[src/rtl/rlsp_pkg.sv]
// ----------------------------------------------------------------------------
// rlsp_pkg
// Shared types and constants for the radial light splat pixel pipeline.
// ----------------------------------------------------------------------------
`default_nettype none

package rlsp_pkg;

   localparam int MAX_WIDTH_DEF  = 4096;
   localparam int MAX_HEIGHT_DEF = 4096;

   localparam int R2_W    = 20;
   localparam int NUM_W   = 29;
   localparam int QUOT_W  = 8;
   localparam int ADDR_W  = 4;
   localparam int DATA_W  = 32;

   typedef enum logic [1:0] {
      REG_CENTRE_X = 2'd0,
      REG_CENTRE_Y = 2'd1,
      REG_RADIUS   = 2'd2
   } reg_index_type;

   typedef struct packed {
      logic       valid;
      logic       in_circle;
      logic [7:0] cov;
      logic [7:0] dst;
      logic [7:0] src;
   } side_type;

endpackage

`default_nettype wire

[src/rtl/rlsp_div.sv]
// ----------------------------------------------------------------------------
// rlsp_div
// Pipelined restoring divider, one quotient bit per stage, divisor 2*r2.
// ----------------------------------------------------------------------------
`default_nettype none

module rlsp_div (
   input  wire logic                        clock,
   input  wire logic                        reset,
   input  wire logic [rlsp_pkg::NUM_W-1:0]  in_num,
   input  wire logic [rlsp_pkg::R2_W-1:0]   in_r2,
   input  wire rlsp_pkg::side_type          in_side,
   output logic      [rlsp_pkg::QUOT_W-1:0] out_quot,
   output rlsp_pkg::side_type               out_side
);
   import rlsp_pkg::*;

   logic [NUM_W-1:0]  rem_src [QUOT_W];
   logic [QUOT_W-1:0] quot_src [QUOT_W];
   side_type          side_src [QUOT_W];

   logic [NUM_W-1:0]  rem_in [QUOT_W];
   logic [QUOT_W-1:0] quot_in [QUOT_W];
   logic [NUM_W-1:0]  rem_ff [QUOT_W];
   logic [QUOT_W-1:0] quot_ff [QUOT_W];
   side_type          side_ff [QUOT_W];

   for (genvar k = 0; k < QUOT_W; k++) begin : g_stage
      logic [NUM_W-1:0] den_shift;
      logic             take;

      if (k == 0) begin : g_first
         assign rem_src[k]  = in_num;
         assign quot_src[k] = '0;
         assign side_src[k] = in_side;
      end else begin : g_next
         assign rem_src[k]  = rem_ff[k-1];
         assign quot_src[k] = quot_ff[k-1];
         assign side_src[k] = side_ff[k-1];
      end

      assign den_shift  = NUM_W'({in_r2, 1'b0}) << (QUOT_W - 1 - k);
      assign take       = rem_src[k] >= den_shift;
      assign rem_in[k]  = take ? (rem_src[k] - den_shift) : rem_src[k];
      assign quot_in[k] = {quot_src[k][QUOT_W-2:0], take};

      always_ff @(posedge clock) begin
         if (reset) begin
            side_ff[k].valid <= 1'b0;
         end else begin
            side_ff[k] <= side_src[k];
         end
         rem_ff[k]  <= rem_in[k];
         quot_ff[k] <= quot_in[k];
      end
   end

   assign out_quot = quot_ff[QUOT_W-1];
   assign out_side = side_ff[QUOT_W-1];

endmodule

`default_nettype wire

[src/rtl/radial_light_splat_pixel.sv]
// ----------------------------------------------------------------------------
// radial_light_splat_pixel
// Applies one radial light with quadratic falloff to a stream of pixels.
//
// Pixels enter on start (accepted when start is high and busy is low; busy
// stays low, so a pixel may be presented every cycle). Each transaction
// yields exactly one result on the rsp_ ports, shown for a single cycle
// with rsp_valid once it has passed the offset, square, compare, numerator,
// divider and output registers in turn. Throughput is one
// pixel per cycle: squaring, distance compare, numerator build and an
// eight-stage restoring divider (one quotient bit per stage) form a fully
// pipelined datapath. The receiver cannot stall, so results are never held.
// The user must write light centre and radius through the APB port only
// while no pixel is in flight; the block does not enforce this. Radius
// squared is registered in the cycle after a write. Synchronous reset zeroes
// centre and radius and drops every pixel in flight, with no result for it.
// ----------------------------------------------------------------------------
`default_nettype none

module radial_light_splat_pixel #(
   parameter int MAX_WIDTH  = rlsp_pkg::MAX_WIDTH_DEF,
   parameter int MAX_HEIGHT = rlsp_pkg::MAX_HEIGHT_DEF
) (
   input  wire logic                        clock,
   input  wire logic                        reset,
   input  wire logic                        start,
   output logic                             busy,
   input  wire logic [11:0]                 req_pixel_x,
   input  wire logic [11:0]                 req_pixel_y,
   input  wire logic [7:0]                  req_coverage_in,
   input  wire logic [7:0]                  req_dst_pixel,
   input  wire logic [7:0]                  req_src_pixel,
   input  wire logic                        req_roof_covered,
   output logic                             rsp_valid,
   output logic      [7:0]                  rsp_coverage_out,
   output logic      [7:0]                  rsp_pixel_out,
   output logic                             rsp_updated,
   input  wire logic                        psel,
   input  wire logic                        penable,
   input  wire logic                        pwrite,
   input  wire logic [rlsp_pkg::ADDR_W-1:0] paddr,
   input  wire logic [rlsp_pkg::DATA_W-1:0] pwdata,
   output logic      [rlsp_pkg::DATA_W-1:0] prdata,
   output logic                             pready
);
   import rlsp_pkg::*;

   logic signed [13:0] centre_x_ff;
   logic signed [13:0] centre_y_ff;
   logic signed [10:0] radius_ff;
   logic [R2_W-1:0]    r2_ff;
   logic [R2_W-1:0]    r2_in;
   logic               wr_en;
   reg_index_type      wr_index;

   assign busy   = 1'b0;
   assign pready = 1'b1;
   assign wr_en  = psel && penable && pwrite && pready;
   assign wr_index = reg_index_type'(paddr[ADDR_W-1:2]);

   always_ff @(posedge clock) begin
      if (reset) begin
         centre_x_ff <= '0;
         centre_y_ff <= '0;
         radius_ff   <= '0;
      end else if (wr_en) begin
         case (wr_index)
            REG_CENTRE_X: begin
               centre_x_ff <= pwdata[13:0];
            end
            REG_CENTRE_Y: begin
               centre_y_ff <= pwdata[13:0];
            end
            REG_RADIUS: begin
               radius_ff <= pwdata[10:0];
            end
            default: begin
            end
         endcase
      end
   end

   always_comb begin
      case (wr_index)
         REG_CENTRE_X: prdata = DATA_W'({18'b0, centre_x_ff});
         REG_CENTRE_Y: prdata = DATA_W'({18'b0, centre_y_ff});
         REG_RADIUS:   prdata = DATA_W'({21'b0, radius_ff});
         default:      prdata = '0;
      endcase
   end

   assign r2_in = radius_ff[9:0] * radius_ff[9:0];

   always_ff @(posedge clock) begin
      r2_ff <= r2_in;
   end

   // stage 1: offsets from the centre, qualifiers
   side_type           s1_side_in;
   side_type           s1_side_ff;
   logic signed [14:0] dx_in;
   logic signed [14:0] dy_in;
   logic signed [14:0] s1_dx_ff;
   logic signed [14:0] s1_dy_ff;
   logic               rad_pos;

   assign rad_pos = !radius_ff[10] && (radius_ff[9:0] != '0);
   assign dx_in   = $signed({3'b000, req_pixel_x}) - 15'(centre_x_ff);
   assign dy_in   = $signed({3'b000, req_pixel_y}) - 15'(centre_y_ff);

   always_comb begin
      s1_side_in.valid     = start && !busy;
      s1_side_in.in_circle = rad_pos && !req_roof_covered
                             && ({1'b0, req_pixel_x} < 13'(MAX_WIDTH))
                             && ({1'b0, req_pixel_y} < 13'(MAX_HEIGHT));
      s1_side_in.cov       = req_coverage_in;
      s1_side_in.dst       = req_dst_pixel;
      s1_side_in.src       = req_src_pixel;
   end

   always_ff @(posedge clock) begin
      if (reset) begin
         s1_side_ff.valid <= 1'b0;
      end else begin
         s1_side_ff <= s1_side_in;
      end
      s1_dx_ff <= dx_in;
      s1_dy_ff <= dy_in;
   end

   // stage 2: squares
   side_type    s2_side_ff;
   logic [27:0] sqx_in;
   logic [27:0] sqy_in;
   logic [27:0] s2_sqx_ff;
   logic [27:0] s2_sqy_ff;

   assign sqx_in = 28'(s1_dx_ff) * 28'(s1_dx_ff);
   assign sqy_in = 28'(s1_dy_ff) * 28'(s1_dy_ff);

   always_ff @(posedge clock) begin
      if (reset) begin
         s2_side_ff.valid <= 1'b0;
      end else begin
         s2_side_ff <= s1_side_ff;
      end
      s2_sqx_ff <= sqx_in;
      s2_sqy_ff <= sqy_in;
   end

   // stage 3: distance compare, remaining span
   side_type        s3_side_in;
   side_type        s3_side_ff;
   logic [28:0]     d2_in;
   logic [R2_W-1:0] diff_in;
   logic [R2_W-1:0] s3_diff_ff;

   assign d2_in   = {1'b0, s2_sqx_ff} + {1'b0, s2_sqy_ff};
   assign diff_in = r2_ff - d2_in[R2_W-1:0];

   always_comb begin
      s3_side_in           = s2_side_ff;
      s3_side_in.in_circle = s2_side_ff.in_circle && (d2_in <= 29'(r2_ff));
   end

   always_ff @(posedge clock) begin
      if (reset) begin
         s3_side_ff.valid <= 1'b0;
      end else begin
         s3_side_ff <= s3_side_in;
      end
      s3_diff_ff <= diff_in;
   end

   // stage 4: numerator 510*(r2-d2) + r2
   side_type         s4_side_ff;
   logic [NUM_W-1:0] num_in;
   logic [NUM_W-1:0] s4_num_ff;

   assign num_in = {s3_diff_ff, 9'b0} - NUM_W'({s3_diff_ff, 1'b0}) + NUM_W'(r2_ff);

   always_ff @(posedge clock) begin
      if (reset) begin
         s4_side_ff.valid <= 1'b0;
      end else begin
         s4_side_ff <= s3_side_ff;
      end
      s4_num_ff <= num_in;
   end

   // stages 5 to 12: divide by 2*r2
   logic [QUOT_W-1:0] div_quot;
   side_type          div_side;

   rlsp_div u_div (
      .clock    (clock),
      .reset    (reset),
      .in_num   (s4_num_ff),
      .in_r2    (r2_ff),
      .in_side  (s4_side_ff),
      .out_quot (div_quot),
      .out_side (div_side)
   );

   // output stage: raise coverage where brighter
   logic       lit;
   logic       rsp_valid_ff;
   logic [7:0] rsp_cov_ff;
   logic [7:0] rsp_pix_ff;
   logic       rsp_upd_ff;

   assign lit = div_side.in_circle && (div_quot != '0) && (div_quot > div_side.cov);

   always_ff @(posedge clock) begin
      if (reset) begin
         rsp_valid_ff <= 1'b0;
      end else begin
         rsp_valid_ff <= div_side.valid;
      end
      rsp_cov_ff <= lit ? div_quot : div_side.cov;
      rsp_pix_ff <= lit ? div_side.src : div_side.dst;
      rsp_upd_ff <= lit;
   end

   assign rsp_valid        = rsp_valid_ff;
   assign rsp_coverage_out = rsp_cov_ff;
   assign rsp_pixel_out    = rsp_pix_ff;
   assign rsp_updated      = rsp_upd_ff;

endmodule

`default_nettype wire
[config.mk]
export PLATFORM = sky130hd
export DESIGN_NAME = radial_light_splat_pixel
export DESIGN_NICKNAME = d
export VERILOG_FILES = /design/src/rtl/rlsp_pkg.sv /design/src/rtl/rlsp_div.sv /design/src/rtl/radial_light_splat_pixel.sv
export SDC_FILE = /design/constraint.sdc
export NUM_CORES = 2
export LEC_CHECK = 0
export BUFFER_PORTS_ARGS = -buffer_cell sky130_fd_sc_hd__buf_4
export CAP_MARGIN = 20
export CORE_ASPECT_RATIO = 2
export CORE_MARGIN = 1
export CORE_UTILIZATION = 40
export DETAILED_ROUTE_END_ITERATION = 7
export HOLD_SLACK_MARGIN = 0.08
export PLACE_DENSITY_LB_ADDON = 0.08
export SETUP_SLACK_MARGIN = 0.1
export SYNTH_ARGS = -nofsm -noshare
export SYNTH_HDL_FRONTEND = slang
export SYNTH_SLANG_ARGS = --single-unit
[constraint.sdc]
create_clock -name clock -period 9.4 [get_ports clock]
set_clock_uncertainty 0.15 [all_clocks]
set_input_delay 0.47 -clock clock [delete_from_list [all_inputs] [get_ports clock]]
set_output_delay 0.47 -clock clock [all_outputs]
set_load 0.01 [all_outputs]
======== After elaboration in Yosys (flattened, before gate mapping) ========
Memories as Yosys holds them, arrays and structs flattened.
Cells that the tools add are included.
storage, ports and cells
  input bits .............................. 91
  logic and storage cells ................. 111
  memories ................................ 3
  output and inout port bits .............. 52
  flip-flop bits (word level) ............. 316
  RAM bits ................................ 504
memories
  memory         depth  bits a word  rd ports  clocked after memory_dff  wr ports  line            text
  u_div.rem_ff   8      29           7         0                         8         rlsp_div.sv:24  logic [NUM_W-1:0] rem_ff [QUOT_W];
  u_div.side_ff  8      26           8         0                         8         rlsp_div.sv:26  side_type side_ff [QUOT_W];
  u_div.quot_ff  8      8            8         0                         8         rlsp_div.sv:25  logic [QUOT_W-1:0] quot_ff [QUOT_W];
cells by class
  multiply operators ...................... 3
  equality and inequality tests ........... 2
  $lt $le $gt $ge ......................... 10
  bitwise gates (word level) .............. 8
  reductions and logical operators ........ 15
  mux-type cells .......................... 22
  add/sub/neg operators ................... 14
operators with widths
  cell              count
  $mux 29           8
  $sub 29x21->29    2
  $mul 15x15->28    2
  $pmux 14 s3       1
  $sub 13x14->15    2
  $add 28x28->29    1
  $add 29x20->29    1
  $ge 29x21->1      1
  $ge 29x22->1      1
  $ge 29x23->1      1
  $ge 29x24->1      1
  $ge 29x25->1      1
  $ge 29x26->1      1
  $ge 29x27->1      1
  $ge 29x28->1      1
  $le 29x20->1      1
  $sub 29x22->29    1
  $sub 29x23->29    1
  $sub 29x24->29    1
  $sub 29x25->29    1
  $sub 29x26->29    1
  $sub 29x27->29    1
  $sub 29x28->29    1
  $mul 10x10->20    1
  13 further kinds  40

======== Longest topological paths before layout ========
An unclocked memory read counts as a cell.
  depth in word-level cells ............... 5
  mapped depth ............................ 25
  gate-level depth less buffers ........... 24

======== Cells and area by module ========
From an unflattened synthesis, not the netlist that was laid out.
second synthesis, totals
  cell total of the unflattened synthesis .. 4990
  area, all modules ....................... 51526.9 um^2
by module, submodules not included
  module                    instances  area an instance (um^2)  cells each  seq. area each (um^2)
  radial_light_splat_pixel  1          31016.0                  3177        7267.0
  rlsp_div                  1          20510.9                  1813        10950.5

======== Least setup slack after synthesis ========
No wires, ideal clock.
  path type ............................... input-to-reg
  start point ............................. in reset
  end point ............................... reg s1_side_ff[0] in the netlist's numbering, enable pin
  setup slack ............................. 1.992 ns
  setup time .............................. 0.648 ns
  buffers on the path ..................... 2
  required time ........................... 8.602 ns
  data arrival time ....................... 6.609 ns
  stages on the path ...................... 3
  path through ............................ clkbuf_1 -> clkbuf_1 -> inv_1
RTL lines
  element                 line                             text
  start: declaration      radial_light_splat_pixel.sv:25   input wire logic reset,
  end signal: assignment  radial_light_splat_pixel.sv:125  s1_side_ff <= s1_side_in;
  end: declaration        radial_light_splat_pixel.sv:100  side_type s1_side_ff;
No word-level cell between the ends.

======== Final worst setup path ========
  start point ............................. reg s1_dx_ff[3]
  end point ............................... reg s2_sqx_ff[26]
between the ends
  word-level cells in the longest chain between the ends .. 1
RTL lines
  element                   line                             text
  start: declaration        radial_light_splat_pixel.sv:103  logic signed [14:0] s1_dx_ff;
  start signal: assignment  radial_light_splat_pixel.sv:127  s1_dx_ff <= dx_in;
  $mul 15x15->28            radial_light_splat_pixel.sv:138  assign sqx_in = 28'(s1_dx_ff) * 28'(s1_dx_ff);
  net sqx_in[26]            radial_light_splat_pixel.sv:133  logic [27:0] sqx_in;
  end signal: assignment    radial_light_splat_pixel.sv:147  s2_sqx_ff <= sqx_in;
  end: declaration          radial_light_splat_pixel.sv:135  logic [27:0] s2_sqx_ff;
The timed path passes the listed nets, and every way through them passes these cells.
A chain may end at the register's enable or synchronous reset.

==> metrics.txt <==
core area 127000 sq um; DRT Pass-1 Iters 5; ANT nets after route 0; number of global-route vias before repair between 30000 and 40000; total track usage 0.197; Synth area leader dfxtp_1; TritonCTS Buffers 78; number of top-level pins 143; worst reg2reg path depth 20; Post-synth top flop dfxtp_1; crit-path max FO 17; share of flip-flops with an asynchronous set or reset 0; leading cell types by count after synthesis inv_1, ha_1, dfxtp_1; worst hold path type in -> reg; Starting DRT DRC Count 1235; CP required 9.84 ns; # clock sinks 760; count leader, synth inv_1; CP startpoint kind flip-flop; CTS tree done; layout cells sized above 1 0.0669; Worst R2R Setup Slack roughly 2.4 ns; H-Tree Depth 3; post-synthesis cell count 4968; hpwl dp 99500 um; num rows 185; Worst R2R Start s1_dx_ff[3]; port bufs about 100; final setup vio count 0; Tightest Pin Transition 1.09 ns; CP Launch Point s1_dx_ff[3]; die height 508 um; reg2reg end s2_sqx_ff[26]; syn_area_per_cell 10.3 sq um; Area Overhead vs Synth 11.1%; CP cell instances nand2_1, fa_1, inv_1, fa_1, fa_1, fa_1, fa_1, inv_1, fa_1, inv_1, ha_1, o21a_1, o211ai_1, o41ai_1, nand2_1, a22oi_1, nand4_1, and4_1, nor3_1, xor2_1; GRT overflow 0; unrepaired setup endpoints after global routing false; synth warn 0; via count 34142; final period utilization 0.740; Hold Fails Final Rpt 0; fmax 144 MHz; mapped cell area 51100 sq um; crit-path max cell delay 0.90 ns; clock period minus worst slack 6.95 ns; post-cts sizing count 0; Worst-path clk slew ~0.060 ns; Final Max Slew Viols 0; Starting Density 0.403; max_slew headroom 0.268; Yosys cell types 96; Die ar. around 130000 sq um; Crit Path Category reg -> reg; sequential share of the synthesized area 0.356; crit path capture type flip-flop; drt total wl about 120000 um; Synth area leaders dfxtp_1, edfxtp_1, fa_1; initial antenna violation count 4; clock latency at the later pin of the worst-skew pair around 0.69 ns; status complete, no violations; crit path capture s2_sqx_ff[26]; #FFs+latches synth 760; largest net degree at the start of global routing 183; detailed-route wire length per cell 18.1 um; final setup TNS 0 ns; drt drc 0; Arr. time, crit path 7.39 ns; Max Cap Viol 0; Final nets between 6000 and 7000; RePlAce Congestion 0.902; DP Worst Slack 2.41 ns; EDFF count, synth 300; cell mode on critical path fa_1; share of the synthesized area in the top cell type 0.180; routed vias/inst 4.97; buffers from clock root to sink, at most 3; first-pass GRT wire length 193000 um; final worst slack 2.45 ns; Crit-path slowest cell dfxtp_1; Root Buffer clkbuf_16; Die W 255 um
[critical path: cells and delay by family, from the launching register on]
kind	cells	cell delay, ns
compound gates	4	1.08
xor+xnor	1	0.16
fa+ha+maj	7	3.47
buf+inv	3	0.16
flops	1	0.90
simple gates	5	0.93
[per-layer routing]
layer | vias up | wire (um) | track usage
met4 | 0 | 6980 | 0.108
met1 | 16623 | 38100 | 0.162
met3 | 284 | 2830 | 0.0231
met2 | 505 | 76400 | 0.426
li1 | 16730 | - | -
met5 | - | 0 | 0
[how the worst min path moves through the flow]
stage | start | endpoint | cells after the start | slack (ns)
global route | req_pixel_x[11] | s1_dx_ff[11] | 3 | 0.11
floorplan | u_div.quot_ff[0][0] | u_div.quot_ff[1][1] | 0 | 0.16
CTS | req_pixel_x[1] | s1_dx_ff[1] | 4 | 0.11
finish | req_pixel_x[11] | s1_dx_ff[11] | 3 | 0.12
global placement | u_div.quot_ff[4][0] | u_div.quot_ff[5][1] | 0 | 0.16
detailed placement | u_div.quot_ff[0][0] | u_div.quot_ff[1][1] | 0 | 0.16
[cell type report]
cell class | count | area [sq um]
Antenna cell | 2 | 5.00
Clock buffer | 98 | 2080
Clock inverter | 44 | 495
Fill cell | 12475 | 70000
Inverter | 832 | 3130
Multi-Input combinational cell | 3280 | 29300
Sequential cell | 760 | 18200
Tap cell | 1683 | 2110
Timing Repair Buffer | 176 | 1480
[placed cells by master, fill, tap and decap left out, types with 26 or more instances in the layout]
| cell | count |
|---|---|
| inv_1 | 828 |
| edfxtp_1 | 300 |
| o21a_1 | 49 |
| nand4_1 | 34 |
| dlygate4sd3_1 | 57 |
| and2_1 | 111 |
| a21o_1 | 113 |
| nor4_1 | 27 |
| ha_1 | 502 |
| xnor2_1 | 198 |
| clkbuf_16 | 78 |
| nor3_1 | 65 |
| nor2_1 | 246 |
| dfxtp_1 | 460 |
| fa_1 | 437 |
| a21oi_1 | 241 |
| nand2b_1 | 54 |
| o21ai_0 | 173 |
| nand3_1 | 44 |
| a31oi_1 | 26 |
| mux2i_1 | 30 |
| mux2_2 | 46 |
| nor2b_1 | 60 |
| xor2_1 | 95 |
| nand2_1 | 393 |
| buf_4 | 117 |
[flip-flops by register name, indices dropped and copies added (netlist names), 11 cells and up]
signal	count
u_div.side_ff	208
u_div.rem_ff	203
u_div.quot_ff	36
s4_num_ff	29
s2_sqx_ff	27
s2_sqy_ff	27
s1_side_ff	26
s2_side_ff	26
s3_side_ff	26
s4_side_ff	26
s3_diff_ff	20
r2_ff	19
s1_dx_ff	15
s1_dy_ff	15
centre_x_ff	14
centre_y_ff	14
radius_ff	11
[logic make-up after synthesis]
| group | count (synthesis) | share of synthesized area |
|---|---|---|
| AO/OA/AOI/OAI | 798 | 0.101 |
| XOR/XNOR | 294 | 0.0506 |
| adder cells (fa/ha/maj) | 939 | 0.294 |
| buffers and inverters | 948 | 0.0722 |
| flip-flops | 760 | 0.356 |
| multiplexers | 78 | 0.0166 |
| other | 2 | 0.000147 |
| AND/OR/NAND/NOR | 1149 | 0.109 |
[what timing repair did]
item / in CTS / in global routing
hold buffers: 57 / 0
endpoints found under the hold margin: 79 / 0
setup buffers: 0 / 0
[through the flow]
| stage | hold slack [ns] | std cells | instance area [sq um] | utilization |
|---|---|---|---|---|
| after global placement | 0.161 | 6673 | 53700 | 0.423 |
| after floorplan | 0.160 | 4988 | 51200 | - |
| after CTS | 0.106 | 6872 | 56800 | 0.448 |
| final | 0.118 | 6875 | 56800 | 0.448 |
| after global routing | 0.105 | 6875 | 56800 | 0.448 |
| after detailed placement | 0.162 | 6673 | 53700 | 0.423 |
Power is left out: the tool's default activity adds up to more than one toggle a clock period on the data nets, which glitch-free logic cannot reach.
